$ cat config.mk
export PLATFORM = sky130hd
export DESIGN_NAME = calendar_day_number_converter
export DESIGN_NICKNAME = d
export VERILOG_FILES = /design/src/hdl/cdn_pkg.sv /design/src/hdl/cdn_ctrl.sv /design/src/hdl/cdn_datapath.sv /design/src/hdl/calendar_day_number_converter.sv
export SDC_FILE = /design/constraint.sdc
export NUM_CORES = 1
export LEC_CHECK = 0
export BUFFER_PORTS_ARGS = -buffer_cell sky130_fd_sc_hd__buf_4
export CAP_MARGIN = 20
export CORE_UTILIZATION = 45
export DETAILED_ROUTE_END_ITERATION = 8
export SLEW_MARGIN = 20
export SYNTH_ARGS = -nofsm -noshare
export SYNTH_HDL_FRONTEND = slang
export SYNTH_SLANG_ARGS = --single-unit
export TNS_END_PERCENT = 50
$ cat constraint.sdc
create_clock -name clock -period 16.4 [get_ports clock]
set_input_delay 3.28 -clock clock [delete_from_list [all_inputs] [get_ports clock]]
set_output_delay 3.28 -clock clock [all_outputs]
set_load 0.01 [all_outputs]
$ cat src/hdl/cdn_pkg.sv
// ---------------------------------------------------------------------------
// Calendar day number converter package
// Payload types, controller/datapath interface types and fixed constants.
// ---------------------------------------------------------------------------
package cdn_pkg;

   // internal widths: years up to 10000, absolute day counts up to ~3.7M
   localparam int YEAR_W  = 14;
   localparam int DAY_W   = 22;
   localparam int DN_W    = 19;
   localparam int DOY_W   = 9;
   localparam int PA_W    = YEAR_W - 2;
   localparam int QC_W    = 8;
   localparam int EST_Q_W = 11;

   localparam int DN_MAX_INT = 524287;

   // n / 366, rounded down so the year estimate never overshoots
   localparam int              RECIP366_SHIFT = 28;
   localparam logic [19:0]     RECIP366 = 20'((64'd1 << RECIP366_SHIFT) / 64'd366);
   // x / 25, rounded up; exact floor for x below 4096
   localparam int              RECIP25_SHIFT = 15;
   localparam logic [10:0]     RECIP25 = 11'(((32'd1 << RECIP25_SHIFT) / 32'd25) + 32'd1);

   localparam logic [DOY_W-1:0] DAYS_IN_YEAR   = 9'd365;
   localparam logic [3:0]       LAST_MONTH_IDX = 4'd11;
   localparam logic [3:0]       MONTH_DEC      = 4'd12;
   localparam logic [4:0]       DAY_LAST       = 5'd31;

   typedef enum logic [1:0] {
      OP_DATE_TO_NUM = 2'd0,
      OP_NUM_TO_DATE = 2'd1,
      OP_DOY_TO_DATE = 2'd2,
      OP_UNUSED      = 2'd3
   } op_type;

   typedef struct packed {
      logic [1:0]  cmd;
      logic [11:0] year_in;
      logic [3:0]  month_in;
      logic [4:0]  day_in;
      logic [8:0]  day_of_year_in;
      logic [18:0] day_number_in;
   } req_type;

   typedef struct packed {
      logic [18:0] day_number_out;
      logic [8:0]  day_of_year_out;
      logic [11:0] year_out;
      logic [3:0]  month_out;
      logic [4:0]  day_out;
      logic        status;
   } rsp_type;

   typedef enum logic [3:0] {
      S_IDLE,
      S_EST,
      S_YMUL,
      S_YADD,
      S_PROBE,
      S_FMUL,
      S_FADD,
      S_SETDOY,
      S_RANGE,
      S_MSTEP,
      S_FINISH
   } state_type;

   typedef struct packed {
      logic load;
      logic est;
      logic ymul;
      logic yadd;
      logic year_inc;
      logic year_dec;
      logic set_doy;
      logic range_chk;
      logic mstep;
      logic finish;
   } dp_cmd_type;

   typedef struct packed {
      op_type op;
      logic   below;
      logic   over;
      logic   more;
   } dp_stat_type;

   // month length by zero-based month index
   function automatic logic [4:0] month_len(input logic [3:0] idx, input logic leap);
      logic [4:0] len;
      begin
         case (idx)
            4'd0:    len = 5'd31;
            4'd1:    len = 5'd28 + {4'b0, leap};
            4'd2:    len = 5'd31;
            4'd3:    len = 5'd30;
            4'd4:    len = 5'd31;
            4'd5:    len = 5'd30;
            4'd6:    len = 5'd31;
            4'd7:    len = 5'd31;
            4'd8:    len = 5'd30;
            4'd9:    len = 5'd31;
            4'd10:   len = 5'd30;
            4'd11:   len = 5'd31;
            default: len = 5'd0;
         endcase
         return len;
      end
   endfunction

endpackage

$ cat src/hdl/cdn_ctrl.sv
// ---------------------------------------------------------------------------
// Calendar day number converter controller
// Sequences the year unit, the year search and the month stepper.
// ---------------------------------------------------------------------------
module cdn_ctrl import cdn_pkg::*; (
   input  logic        clock,
   input  logic        reset,
   input  logic        start,
   input  op_type      req_op,
   input  dp_stat_type dp_stat,
   output logic        busy,
   output dp_cmd_type  dp_cmd
);

   state_type state_ff;
   state_type state_in;

   always_ff @(posedge clock) begin
      if (reset) begin
         state_ff <= S_IDLE;
      end else begin
         state_ff <= state_in;
      end
   end

   // next state
   always_comb begin
      state_in = state_ff;
      case (state_ff)
         S_IDLE: begin
            if (start) begin
               case (req_op)
                  OP_NUM_TO_DATE: state_in = S_EST;
                  OP_UNUSED:      state_in = S_FINISH;
                  default:        state_in = S_YMUL;
               endcase
            end
         end
         S_EST:  state_in = S_YMUL;
         S_YMUL: state_in = S_YADD;
         S_YADD: begin
            case (dp_stat.op)
               OP_NUM_TO_DATE: state_in = S_PROBE;
               OP_DOY_TO_DATE: state_in = S_RANGE;
               default:        state_in = S_MSTEP;
            endcase
         end
         S_PROBE:  state_in = dp_stat.below ? S_YMUL : S_FMUL;
         S_FMUL:   state_in = S_FADD;
         S_FADD:   state_in = S_SETDOY;
         S_SETDOY: state_in = S_MSTEP;
         S_RANGE:  state_in = dp_stat.over ? S_FINISH : S_MSTEP;
         S_MSTEP:  state_in = dp_stat.more ? S_MSTEP : S_IDLE;
         S_FINISH: state_in = S_IDLE;
         default:  state_in = S_IDLE;
      endcase
   end

   // outputs
   always_comb begin
      dp_cmd = '0;
      busy   = (state_ff != S_IDLE);
      case (state_ff)
         S_IDLE:   dp_cmd.load = start;
         S_EST:    dp_cmd.est = 1'b1;
         S_YMUL:   dp_cmd.ymul = 1'b1;
         S_YADD:   dp_cmd.yadd = 1'b1;
         S_PROBE: begin
            dp_cmd.year_inc = dp_stat.below;
            dp_cmd.year_dec = !dp_stat.below;
         end
         S_FMUL:   dp_cmd.ymul = 1'b1;
         S_FADD:   dp_cmd.yadd = 1'b1;
         S_SETDOY: dp_cmd.set_doy = 1'b1;
         // latch the range flag; the finish state or the month stepper emits the result
         S_RANGE:  dp_cmd.range_chk = 1'b1;
         S_MSTEP: begin
            dp_cmd.mstep  = dp_stat.more;
            dp_cmd.finish = !dp_stat.more;
         end
         S_FINISH: dp_cmd.finish = 1'b1;
         default:  dp_cmd = '0;
      endcase
   end

endmodule

$ cat src/hdl/cdn_datapath.sv
// ---------------------------------------------------------------------------
// Calendar day number converter datapath
// Year unit (day count and leap flag), year search and month stepper.
// ---------------------------------------------------------------------------
module cdn_datapath import cdn_pkg::*; #(
   parameter int FIRST_YEAR = 1582,
   parameter int LAST_YEAR  = 2382
) (
   input  logic        clock,
   input  logic        reset,
   input  req_type     req_data,
   input  dp_cmd_type  dp_cmd,
   output dp_stat_type dp_stat,
   output logic        rsp_strobe,
   output rsp_type     rsp_data
);

   // days before 1-jan of a year, counted from 1-jan of year 1
   localparam int D_FIRST = 365 * (FIRST_YEAR - 1) + (FIRST_YEAR - 1) / 4
                            - (FIRST_YEAR - 1) / 100 + (FIRST_YEAR - 1) / 400;
   localparam int D_END   = 365 * LAST_YEAR + LAST_YEAR / 4
                            - LAST_YEAR / 100 + LAST_YEAR / 400;
   localparam int SPAN    = D_END - D_FIRST;
   localparam int LIM_INT = (SPAN > DN_MAX_INT) ? DN_MAX_INT : SPAN;

   localparam logic [DAY_W-1:0]  D_FIRST_V = DAY_W'(D_FIRST);
   localparam logic [DN_W-1:0]   LIM_V     = DN_W'(LIM_INT);
   localparam logic [YEAR_W-1:0] FIRST_V   = YEAR_W'(FIRST_YEAR);
   localparam logic [YEAR_W-1:0] LAST_V    = YEAR_W'(LAST_YEAR);

   op_type             op_ff, op_in;
   logic               ylo_ff, ylo_in;
   logic               yhi_ff, yhi_in;
   logic               mbad_ff, mbad_in;
   logic               clamp_ff, clamp_in;
   logic               over_ff, over_in;
   logic [3:0]         mon_ff, mon_in;
   logic [YEAR_W-1:0]  y_ff, y_in;
   logic [DN_W-1:0]    n_ff, n_in;
   logic [DAY_W-1:0]   aidx_ff, aidx_in;
   logic [DAY_W-1:0]   m365_ff, m365_in;
   logic [DAY_W-1:0]   d_ff, d_in;
   logic [QC_W-1:0]    qa_ff, qa_in;
   logic [QC_W-1:0]    qb_ff, qb_in;
   logic               leap_ff, leap_in;
   logic [DOY_W-1:0]   cnt_ff, cnt_in;
   logic [3:0]         mi_ff, mi_in;
   rsp_type            rsp_ff, rsp_in;
   logic               rsp_strobe_ff, rsp_strobe_in;

   logic [YEAR_W-1:0]       year_m1;
   logic [PA_W-1:0]         pa;
   logic [PA_W-1:0]         pb;
   logic [PA_W+10:0]        qa_prod;
   logic [PA_W+10:0]        qb_prod;
   logic [15:0]             century_y;
   logic [DN_W-1:0]         nm1;
   logic [DN_W+19:0]        est_prod;
   logic [EST_Q_W-1:0]      q366;
   logic [4:0]              mlen;
   logic [DOY_W-1:0]        mlen9;
   logic [DAY_W-1:0]        doy_wide;
   logic [DAY_W-1:0]        rel;
   logic [YEAR_W-1:0]       yin;
   logic                    more_acc;
   logic                    more_split;

   // ---- year unit, first half: products and century quotients
   assign year_m1 = y_ff - YEAR_W'(1);
   assign pa      = year_m1[YEAR_W-1:2];
   assign pb      = y_ff[YEAR_W-1:2];
   assign qa_prod = {11'b0, pa} * {{PA_W{1'b0}}, RECIP25};
   assign qb_prod = {11'b0, pb} * {{PA_W{1'b0}}, RECIP25};

   // ---- year unit, second half: leap test
   assign century_y = {{(16-QC_W){1'b0}}, qb_ff} * 16'd100;

   // ---- year estimate from the day number
   assign nm1      = n_ff - DN_W'(1);
   assign est_prod = {20'b0, nm1} * {{DN_W{1'b0}}, RECIP366};
   assign q366     = est_prod[RECIP366_SHIFT +: EST_Q_W];

   // ---- month stepper
   assign mlen       = month_len(mi_ff, leap_ff);
   assign mlen9      = {{(DOY_W-5){1'b0}}, mlen};
   assign more_acc   = (mi_ff + 4'd1) < mon_ff;
   assign more_split = (mi_ff < LAST_MONTH_IDX) && (cnt_ff > mlen9);

   assign doy_wide = aidx_ff - d_ff + DAY_W'(1);
   assign rel      = d_ff - D_FIRST_V + {{(DAY_W-DOY_W){1'b0}}, cnt_ff};
   assign yin      = {{(YEAR_W-12){1'b0}}, req_data.year_in};

   always_comb begin
      dp_stat.op    = op_ff;
      dp_stat.below = (d_ff <= aidx_ff);
      dp_stat.over  = cnt_ff > (DAYS_IN_YEAR + {{(DOY_W-1){1'b0}}, leap_ff});
      dp_stat.more  = (op_ff == OP_DATE_TO_NUM) ? more_acc : more_split;
   end

   always_comb begin
      op_in         = op_ff;
      ylo_in        = ylo_ff;
      yhi_in        = yhi_ff;
      mbad_in       = mbad_ff;
      clamp_in      = clamp_ff;
      over_in       = over_ff;
      mon_in        = mon_ff;
      y_in          = y_ff;
      n_in          = n_ff;
      aidx_in       = aidx_ff;
      m365_in       = m365_ff;
      d_in          = d_ff;
      qa_in         = qa_ff;
      qb_in         = qb_ff;
      leap_in       = leap_ff;
      cnt_in        = cnt_ff;
      mi_in         = mi_ff;
      rsp_in        = rsp_ff;
      rsp_strobe_in = dp_cmd.finish;

      if (dp_cmd.load) begin
         op_in    = op_type'(req_data.cmd);
         y_in     = yin;
         ylo_in   = yin < FIRST_V;
         yhi_in   = yin > LAST_V;
         mi_in    = 4'd0;
         over_in  = 1'b0;
         mbad_in  = (req_data.month_in == 4'd0) || (req_data.month_in > MONTH_DEC);
         if (req_data.month_in == 4'd0) begin
            mon_in = 4'd1;
         end else if (req_data.month_in > MONTH_DEC) begin
            mon_in = MONTH_DEC;
         end else begin
            mon_in = req_data.month_in;
         end
         case (op_type'(req_data.cmd))
            OP_DATE_TO_NUM: cnt_in = {{(DOY_W-5){1'b0}}, req_data.day_in};
            OP_DOY_TO_DATE: cnt_in = req_data.day_of_year_in;
            default:        cnt_in = '0;
         endcase
         // clamp the day number into the covered span
         if (req_data.day_number_in == '0) begin
            n_in     = DN_W'(1);
            clamp_in = 1'b1;
         end else if (req_data.day_number_in > LIM_V) begin
            n_in     = LIM_V;
            clamp_in = 1'b1;
         end else begin
            n_in     = req_data.day_number_in;
            clamp_in = 1'b0;
         end
      end

      // first candidate is one past the under-estimated year
      if (dp_cmd.est) begin
         y_in    = FIRST_V + {{(YEAR_W-EST_Q_W){1'b0}}, q366} + YEAR_W'(1);
         aidx_in = D_FIRST_V + {{(DAY_W-DN_W){1'b0}}, nm1};
      end

      if (dp_cmd.ymul) begin
         m365_in = {{(DAY_W-YEAR_W){1'b0}}, year_m1} * DAY_W'(DAYS_IN_YEAR);
         qa_in   = qa_prod[RECIP25_SHIFT +: QC_W];
         qb_in   = qb_prod[RECIP25_SHIFT +: QC_W];
      end

      if (dp_cmd.yadd) begin
         d_in    = m365_ff + {{(DAY_W-PA_W){1'b0}}, pa} - {{(DAY_W-QC_W){1'b0}}, qa_ff}
                   + {{(DAY_W-QC_W+2){1'b0}}, qa_ff[QC_W-1:2]};
         leap_in = (y_ff[1:0] == 2'b00)
                   && (({{(16-YEAR_W){1'b0}}, y_ff} != century_y) || (qb_ff[1:0] == 2'b00));
      end

      if (dp_cmd.year_inc) begin
         y_in = y_ff + YEAR_W'(1);
      end
      if (dp_cmd.year_dec) begin
         y_in = y_ff - YEAR_W'(1);
      end

      if (dp_cmd.set_doy) begin
         cnt_in = doy_wide[DOY_W-1:0];
      end

      if (dp_cmd.range_chk) begin
         over_in = dp_stat.over;
      end

      if (dp_cmd.mstep) begin
         cnt_in = (op_ff == OP_DATE_TO_NUM) ? (cnt_ff + mlen9) : (cnt_ff - mlen9);
         mi_in  = mi_ff + 4'd1;
      end

      if (dp_cmd.finish) begin
         rsp_in = '0;
         case (op_ff)
            OP_DATE_TO_NUM: begin
               rsp_in.day_of_year_out = cnt_ff;
               if (ylo_ff) begin
                  rsp_in.day_number_out = '0;
               end else if (yhi_ff) begin
                  rsp_in.day_number_out = LIM_V;
               end else if (rel > {{(DAY_W-DN_W){1'b0}}, LIM_V}) begin
                  rsp_in.day_number_out = LIM_V;
               end else begin
                  rsp_in.day_number_out = rel[DN_W-1:0];
               end
               rsp_in.status = mbad_ff | ylo_ff | yhi_ff;
            end
            OP_NUM_TO_DATE: begin
               rsp_in.year_out  = y_ff[11:0];
               rsp_in.month_out = mi_ff + 4'd1;
               rsp_in.day_out   = cnt_ff[4:0];
               rsp_in.status    = clamp_ff;
            end
            OP_DOY_TO_DATE: begin
               if (over_ff) begin
                  rsp_in.month_out = MONTH_DEC;
                  rsp_in.day_out   = DAY_LAST;
               end else begin
                  rsp_in.month_out = mi_ff + 4'd1;
                  rsp_in.day_out   = cnt_ff[4:0];
               end
               rsp_in.status = ylo_ff | yhi_ff | over_ff;
            end
            default: rsp_in.status = 1'b1;
         endcase
      end
   end

   always_ff @(posedge clock) begin
      if (reset) begin
         rsp_strobe_ff <= 1'b0;
      end else begin
         rsp_strobe_ff <= rsp_strobe_in;
      end
   end

   always_ff @(posedge clock) begin
      op_ff    <= op_in;
      ylo_ff   <= ylo_in;
      yhi_ff   <= yhi_in;
      mbad_ff  <= mbad_in;
      clamp_ff <= clamp_in;
      over_ff  <= over_in;
      mon_ff   <= mon_in;
      y_ff     <= y_in;
      n_ff     <= n_in;
      aidx_ff  <= aidx_in;
      m365_ff  <= m365_in;
      d_ff     <= d_in;
      qa_ff    <= qa_in;
      qb_ff    <= qb_in;
      leap_ff  <= leap_in;
      cnt_ff   <= cnt_in;
      mi_ff    <= mi_in;
      rsp_ff   <= rsp_in;
   end

   assign rsp_strobe = rsp_strobe_ff;
   assign rsp_data   = rsp_ff;

endmodule

$ cat src/hdl/calendar_day_number_converter.sv
// ---------------------------------------------------------------------------
// Calendar day number converter: date to number, day of year to date and day
// number to date, the last using year probes and month steps; an unused command
// goes straight to the finish state with a failing status
// One item at a time; busy is high from accept until the result strobe, and the
// next item may be taken at the edge that takes the result
// Synchronous active-high reset returns to idle with no result pending
// ---------------------------------------------------------------------------
module calendar_day_number_converter import cdn_pkg::*; #(
   parameter int FIRST_YEAR = 1582,
   parameter int LAST_YEAR  = 2382
) (
   input  logic    clock,
   input  logic    reset,
   input  logic    start,
   output logic    busy,
   input  req_type req_data,
   output logic    rsp_strobe,
   output rsp_type rsp_data
);

   // The controller walks one item through these steps:
   //   date to number   : year unit (multiply, then add), then add month lengths one per cycle
   //   number to date   : estimate the year as (n-1)/366 (always at or below the answer),
   //                      probe the next year's start until it passes the day index,
   //                      step back one year, rerun the year unit, then split
   //                      the day of year into month and day one month per cycle
   //   day of year split: year unit, range check against the year length, then split
   // The year unit gives the day count before 1-jan of a year and its leap flag,
   // built from one 365x multiply and two reciprocal multiplies by 1/25.

   dp_cmd_type  dp_cmd;
   dp_stat_type dp_stat;

   // sequencer: decides each step from the datapath status
   cdn_ctrl u_ctrl (
      .clock   (clock),
      .reset   (reset),
      .start   (start),
      .req_op  (op_type'(req_data.cmd)),
      .dp_stat (dp_stat),
      .busy    (busy),
      .dp_cmd  (dp_cmd)
   );

   // datapath: holds the item, runs the year unit and the month stepper,
   // and registers the result so it shows with the strobe and holds until the next result
   cdn_datapath #(
      .FIRST_YEAR (FIRST_YEAR),
      .LAST_YEAR  (LAST_YEAR)
   ) u_datapath (
      .clock      (clock),
      .reset      (reset),
      .req_data   (req_data),
      .dp_cmd     (dp_cmd),
      .dp_stat    (dp_stat),
      .rsp_strobe (rsp_strobe),
      .rsp_data   (rsp_data)
   );

endmodule

# Yosys cells after proc, flatten, opt, wreduce, memory -nomap -nowiden

Cells that the tools add are included.

Add/subtract/negate cells: 18
$mul: 5
$lt $le $gt $ge: 10
Equal/unequal tests: 28
Multiplexer cells: 39
Bitwise gates (word level): 5
Reductions and logical operators: 27

Operator list:

| cell                                                                   | number |
|---|---|
| 19-bit 2-to-1 mux                                                      | 3 |
| 14-bit 2-to-1 mux                                                      | 4 |
| 12-bit by 11-bit multiplier with 23-bit output, second input constant  | 2 |
| 9-bit 2-to-1 mux                                                       | 5 |
| 4-bit one-hot mux with 10 select lines                                 | 1 |
| 19-bit by 19-bit multiplier with 38-bit output, second input constant  | 1 |
| 9-bit one-hot mux with 2 select lines                                  | 2 |
| 4-bit by 3-bit equality test with 1-bit output, second input constant  | 8 |
| 14-bit by 1-bit adder with 14-bit output, second input constant        | 2 |
| 4-bit equality test, second input constant                             | 7 |
| 22-bit by 12-bit adder with 22-bit output                              | 1 |
| 22-bit by 6-bit adder with 22-bit output                               | 1 |
| 22-bit by 9-bit adder with 22-bit output                               | 1 |
| 22-bit by 19-bit > comparator with 1-bit output, second input constant | 1 |
| 22-bit by 21-bit less-or-equal comparator with 1-bit output            | 1 |
| 14-bit by 9-bit multiplier with 22-bit output, second input constant   | 1 |
| 22-bit by 20-bit subtractor with 22-bit output, second input constant  | 1 |
| 22-bit by 8-bit subtractor with 22-bit output                          | 1 |
| 20-bit by 19-bit adder with 21-bit output, first input constant        | 1 |
| 4-bit 2-to-1 mux                                                       | 5 |
| 19-bit > comparator, second input constant                             | 1 |
| 19-bit zero test                                                       | 1 |
| 19-bit by 1-bit subtractor with 19-bit output, second input constant   | 1 |
| 4-bit by 2-bit equality test with 1-bit output, second input constant  | 4 |
| other kinds (42)                                                       | 76 |

Flip-flop bits (word level): 194
Input port bits: 54
Output and inout port bits: 52
Logic and storage cells: 160

# Longest topological paths before layout

Depth after elaboration: 8
Mapped depth: 36

# Hierarchy

A second synthesis with hierarchy kept.

Cell total of the unflattened synthesis: 2,795
Area total of the unflattened synthesis: 27,883.0 um^2

Modules (own cells, without submodules):

| module       | times used | cells each | area an instance (um^2) | sequential area each (um^2) |
|---|---|---|---|---|
| cdn_datapath | 1          | 2,731      | 27,346.2                | 5,695.5 |
| cdn_ctrl     | 1          | 64         | 536.8                   | 80.1 |

# Worst setup path after synthesis

No wires, ideal clock.

Kind: reg-to-reg
Start point: reg u_datapath.n_ff[2]
End point: reg u_datapath.y_ff[10] (data pin)
Setup time: 264 ps
Arrival: 8,369 ps
Data required time: 16,136 ps
Slack: 7,767 ps
Stages on the path, launching flop included: 34
Path through: edfxtp_1 -> or3_1 -> or3b_1 -> or3_1 -> nor2_1 -> nand2_1 -> nor2_1 -> xnor2_1 -> inv_1 -> ha_1 -> inv_1 -> fa_1 -> fa_1 -> inv_1 -> fa_1 -> fa_1 -> inv_1 -> fa_1 -> inv_1 -> ha_1 -> a21oi_1 -> o211ai_1 -> a211oi_2 -> o21bai_1 -> a311oi_2 -> xnor2_1 -> inv_1 -> ha_1 -> a21o_2 -> xor2_1 -> or3_4 -> o41ai_2 -> xor2_1 -> a21oi_1

Cells in the longest elaborated chain, start to end: 7

Ends and longest elaborated chain:

| what                                           | line                | source |
|---|---|---|
| start: declaration                             | cdn_datapath.sv:39  | `logic [DN_W-1:0] n_ff, n_in;` |
| start signal: assignment                       | cdn_datapath.sv:247 | `n_ff <= n_in;` |
| 19-bit by 1-bit subtractor with 19-bit output  | cdn_datapath.sv:79  | `assign nm1 = n_ff - DN_W'(1);` |
| 19-bit by 19-bit multiplier with 38-bit output | cdn_datapath.sv:80  | `assign est_prod = {20'b0, nm1} * {{DN_W{1'b0}}, RECIP366};` |
| 11-bit by 11-bit adder with 12-bit output      | cdn_datapath.sv:156 | `y_in = FIRST_V + {{(YEAR_W-EST_Q_W){1'b0}}, q366} + YEAR_W'(1);` |
| 14-bit by 1-bit adder with 14-bit output       | cdn_datapath.sv:156 |  |
| 14-bit 2-to-1 mux                              | cdn_datapath.sv:155 | `if (dp_cmd.est) begin` |
| 14-bit 2-to-1 mux                              | cdn_datapath.sv:173 | `if (dp_cmd.year_inc) begin` |
| 14-bit 2-to-1 mux                              | cdn_datapath.sv:176 | `if (dp_cmd.year_dec) begin` |
| via u_datapath.y_in[10]                        | cdn_datapath.sv:38  | `logic [YEAR_W-1:0] y_ff, y_in;` |
| end signal: assignment                         | cdn_datapath.sv:246 | `y_ff <= y_in;` |
| end: declaration                               | cdn_datapath.sv:38  |  |

The timed path passes the listed nets, and every way through them passes these cells.
A chain may end at the register's enable or synchronous reset.

# Final worst setup path

Start point: reg u_datapath.n_ff[0]
End point: reg u_datapath.y_ff[10] (data pin)

Same word-level chain as after synthesis.

==> results.ini <==
[run_status]
outcome = completed

[sta]
worst_hold_slack_ns = 0.6032
fin_setup_tns_ns = 0
tightestPinTransition_ns = 1.006
clock.fmax_ghz = 0.1009
layout_min_cycle_time_ns = 9.908
rsz0062_at_grt = false
finalHoldViolations = 0
post-route-period-util = 0.6042
drv_slew = 0
fin_ws_ns = 6.492
fin_worst_skew_ns = 0.02066
setup_viol = 0
maxSlewHeadroom = 0.3296

[worst_hold_path]
hp-class = reg2reg
holdPathStages = 2
hold_start = u_datapath.mbad_ff
hold_end = u_datapath.rsp_data[0]

[clock_tree]
clk_path_buf_depth = 2
root_buffer = clkbuf_16
postCtsSetupRepairBufs = 0
cts_hold_buffers = 0
ctsResizeCount = 0
clk_latency_ns = 0.49
cts_tree = done
h-tree-depth = 4
clock_sinks = 194
cts_buffers = 17
clk_pin_slew_worst_paths_ns = 0.09

[synthesis]
ys_types = 84
yosys_warnings = 0
yosysSeqAreaShare = 0.2111
yosys.area.top_type_share = 0.2538
synth_top_cell_by_area = ha_1
netlist_area_mm2 = 0.02736
synthCells = 2732
ys_seq_elements = 194
synth_flop_cell = edfxtp_1
ys_async_sr_fraction = 0
postSynthAreaPerCell_um2 = 10.01
synthTopCellsByArea = ha_1, edfxtp_1, fa_1
synth_edf_count = 189
syn_nets = 3612

[floorplanning]
die_y_um = 248.6
die_area_mm2 = 0.06178
io-pin-count = 106
rows = 90
start_util = 0.4541
die_x_um = 248.6
core_area_mm2 = 0.06025

[critical_path]
required_ns = 16.62
worstPathArrival_ns = 10.13
cp_max_fo = 8
rr_endpoint = u_datapath.y_ff[10]
startpoint_type = flip-flop
regToRegStartpoint = u_datapath.n_ff[0]
end_kind = flip-flop
critPathKind = reg2reg
crit_path_top_delay_cell = fa_1
cpMostUsedCell = inv_1
worst-r2r-setup-slack_ns = 6.49
cpPeakStageDelay_ns = 0.54
r2r_cells = 34

[routing]
vias_per_cell = 5.219
vias = 19023
routed_wl_um = 64390
first_pass_iters = 5
wl_per_cell_um = 17.67
ant_nets = 0
drtIter0Drc = 1029
drc = 0

[global_routing]
grt_max_degree = 52
grt_pass1_vias = 19613
antenna_found_initial = 0
grt-ovfl-total = 0
grt_pass1_wl_um = 104200
grt_use_total = 0.2155

[finish]
n_antenna_cell = 0
layout-drive-gt1-share = 0.07440
syn2layout_area_growth_pct = 9.005
finalNetCount = 3730
multi_input_area_mm2 = 0.01925
final_area_mm2 = 0.02982
fill_cells = 5506
regArea_mm2 = 0.005776

[placed_design]
place_hpwl_um = 55240
portBuffers = 105
place_area_mm2 = 0.02919
dpl_worst_slack_ns = 6.602
gp_congestion = 0.9081

[job]
cap_viol_max_count = 0

## stage by stage
step,std cells,util
floorplan,2732,-
global placement,3612,0.4845
detailed placement,3612,0.4845
CTS,3644,0.4947
global route,3645,0.4950
finish,3645,0.4950
## layout by cell type, fill, tap and decap left out, types with 20 or more instances in the layout
master	netlist	routed
o21ai_0	81	81
buf_4	1	127
o21a_1	24	24
nand2_1	103	103
edfxtp_1	189	189
a21o_1	38	38
ha_1	555	555
a21oi_1	139	136
nor3_1	40	40
xor2_1	43	42
xnor2_1	138	138
fa_1	271	271
inv_1	596	596
nor2b_1	24	24
and2_1	30	30
nand3_1	43	43
nor2_1	117	117
nand2b_1	20	20
## worst max path at each step
| stage | startpoint | end | slack [ns] | cells after the start |
|---|---|---|---|---|
| 2_1_floorplan | u_datapath.n_ff[2] | u_datapath.y_ff[10] | 7.77 | 33 |
| 3_3_place_gp | u_datapath.n_ff[0] | u_datapath.y_ff[10] | 6.84 | 34 |
| 3_5_place_dp | u_datapath.n_ff[0] | u_datapath.y_ff[10] | 6.60 | 34 |
| 4_1_cts | u_datapath.n_ff[0] | u_datapath.y_ff[10] | 6.52 | 34 |
| 5_1_grt | u_datapath.n_ff[0] | u_datapath.y_ff[9] | 6.06 | 34 |
| 6_report | u_datapath.n_ff[0] | u_datapath.y_ff[10] | 6.49 | 34 |
## worst max-delay path, delay by kind of cell, from the launching register on
kind	cells	cell delay, ns
adders and majority gates	9	3.78
AOI/OAI and AO/OA	8	1.76
and+or+nand+nor	6	1.68
buffers and inverters	7	0.98
xor gates and xnor gates	4	0.95
DFF	1	0.45
## flip-flops by register name (all words and copies together), names as in the netlist, 4 cells and up
| signal | cells |
|---|---|
| u_datapath.m365_ff | 22 |
| u_datapath.n_ff | 19 |
| u_datapath.d_ff | 22 |
| u_datapath.qa_ff | 8 |
| u_datapath.y_ff | 14 |
| u_datapath.rsp_data | 50 |
| u_datapath.mi_ff | 4 |
| u_datapath.cnt_ff | 9 |
| u_datapath.qb_ff | 8 |
| u_ctrl.state_ff | 4 |
| u_datapath.aidx_ff | 21 |
| u_datapath.mon_ff | 4 |
## cells by family after synthesis
| family | after synthesis | share of synthesized area |
|---|---|---|
| flops | 194 | 0.2111 |
| xor+xnor | 185 | 0.06033 |
| simple gates | 482 | 0.09019 |
| buf+inv | 626 | 0.08631 |
| fa+ha+maj | 826 | 0.4522 |
| mux | 13 | 0.004757 |
| compound gates | 406 | 0.09513 |
## layer usage
layer / vias to the layer above / global-route usage / share of wire / routed length, µm
li1: 9318 / - / - / -
met1: 9323 / 0.2913 / 0.46 / 29910
met2: 333 / 0.3661 / 0.48 / 30990
met3: 49 / 0.02449 / 0.036 / 2330
met4: 0 / 0.05750 / 0.018 / 1167
met5: - / 0 / 0 / 0
## final cells by class
cell class / count / area share
sequential: 194 / 0.1937
timing repair buffer: 127 / 0.03197
clock inverter: 15 / 0.006336
tap: 782 / 0.03281
inverter: 598 / 0.07527
clock buffer: 17 / 0.01427
multi-input combinational: 1912 / 0.6457
## Yosys cell counts, types with 4 or more instances
| cell | number |
|---|---|
| inv_1 | 596 |
| ha_1 | 555 |
| fa_1 | 271 |
| edfxtp_1 | 189 |
| a21oi_1 | 139 |
| xnor2_1 | 138 |
| nor2_1 | 117 |
| nand2_1 | 103 |
| o21ai_0 | 81 |
| nand3_1 | 43 |
| xor2_1 | 43 |
| nor3_1 | 40 |
| a21o_1 | 38 |
| and2_1 | 30 |
| clkbuf_1 | 26 |
| nor2b_1 | 24 |
| o21a_1 | 24 |
| nand2b_1 | 20 |
| or2_2 | 19 |
| o21bai_1 | 18 |
| and3_1 | 17 |
| a31oi_1 | 15 |
| or3_1 | 15 |
| a211oi_1 | 13 |
| mux2i_1 | 13 |
| a21boi_0 | 10 |
| nor4_1 | 10 |
| nand4_1 | 8 |
| o211ai_1 | 7 |
| o21ai_1 | 6 |
| dfxtp_1 | 5 |
| nand3b_1 | 5 |
| o41ai_1 | 5 |
| or4_1 | 5 |
| a221oi_1 | 4 |
| nor3b_1 | 4 |
| o31ai_1 | 4 |
Power is not shown: default switching activity piles up to over one toggle a cycle in this logic, so the estimate is an artifact.
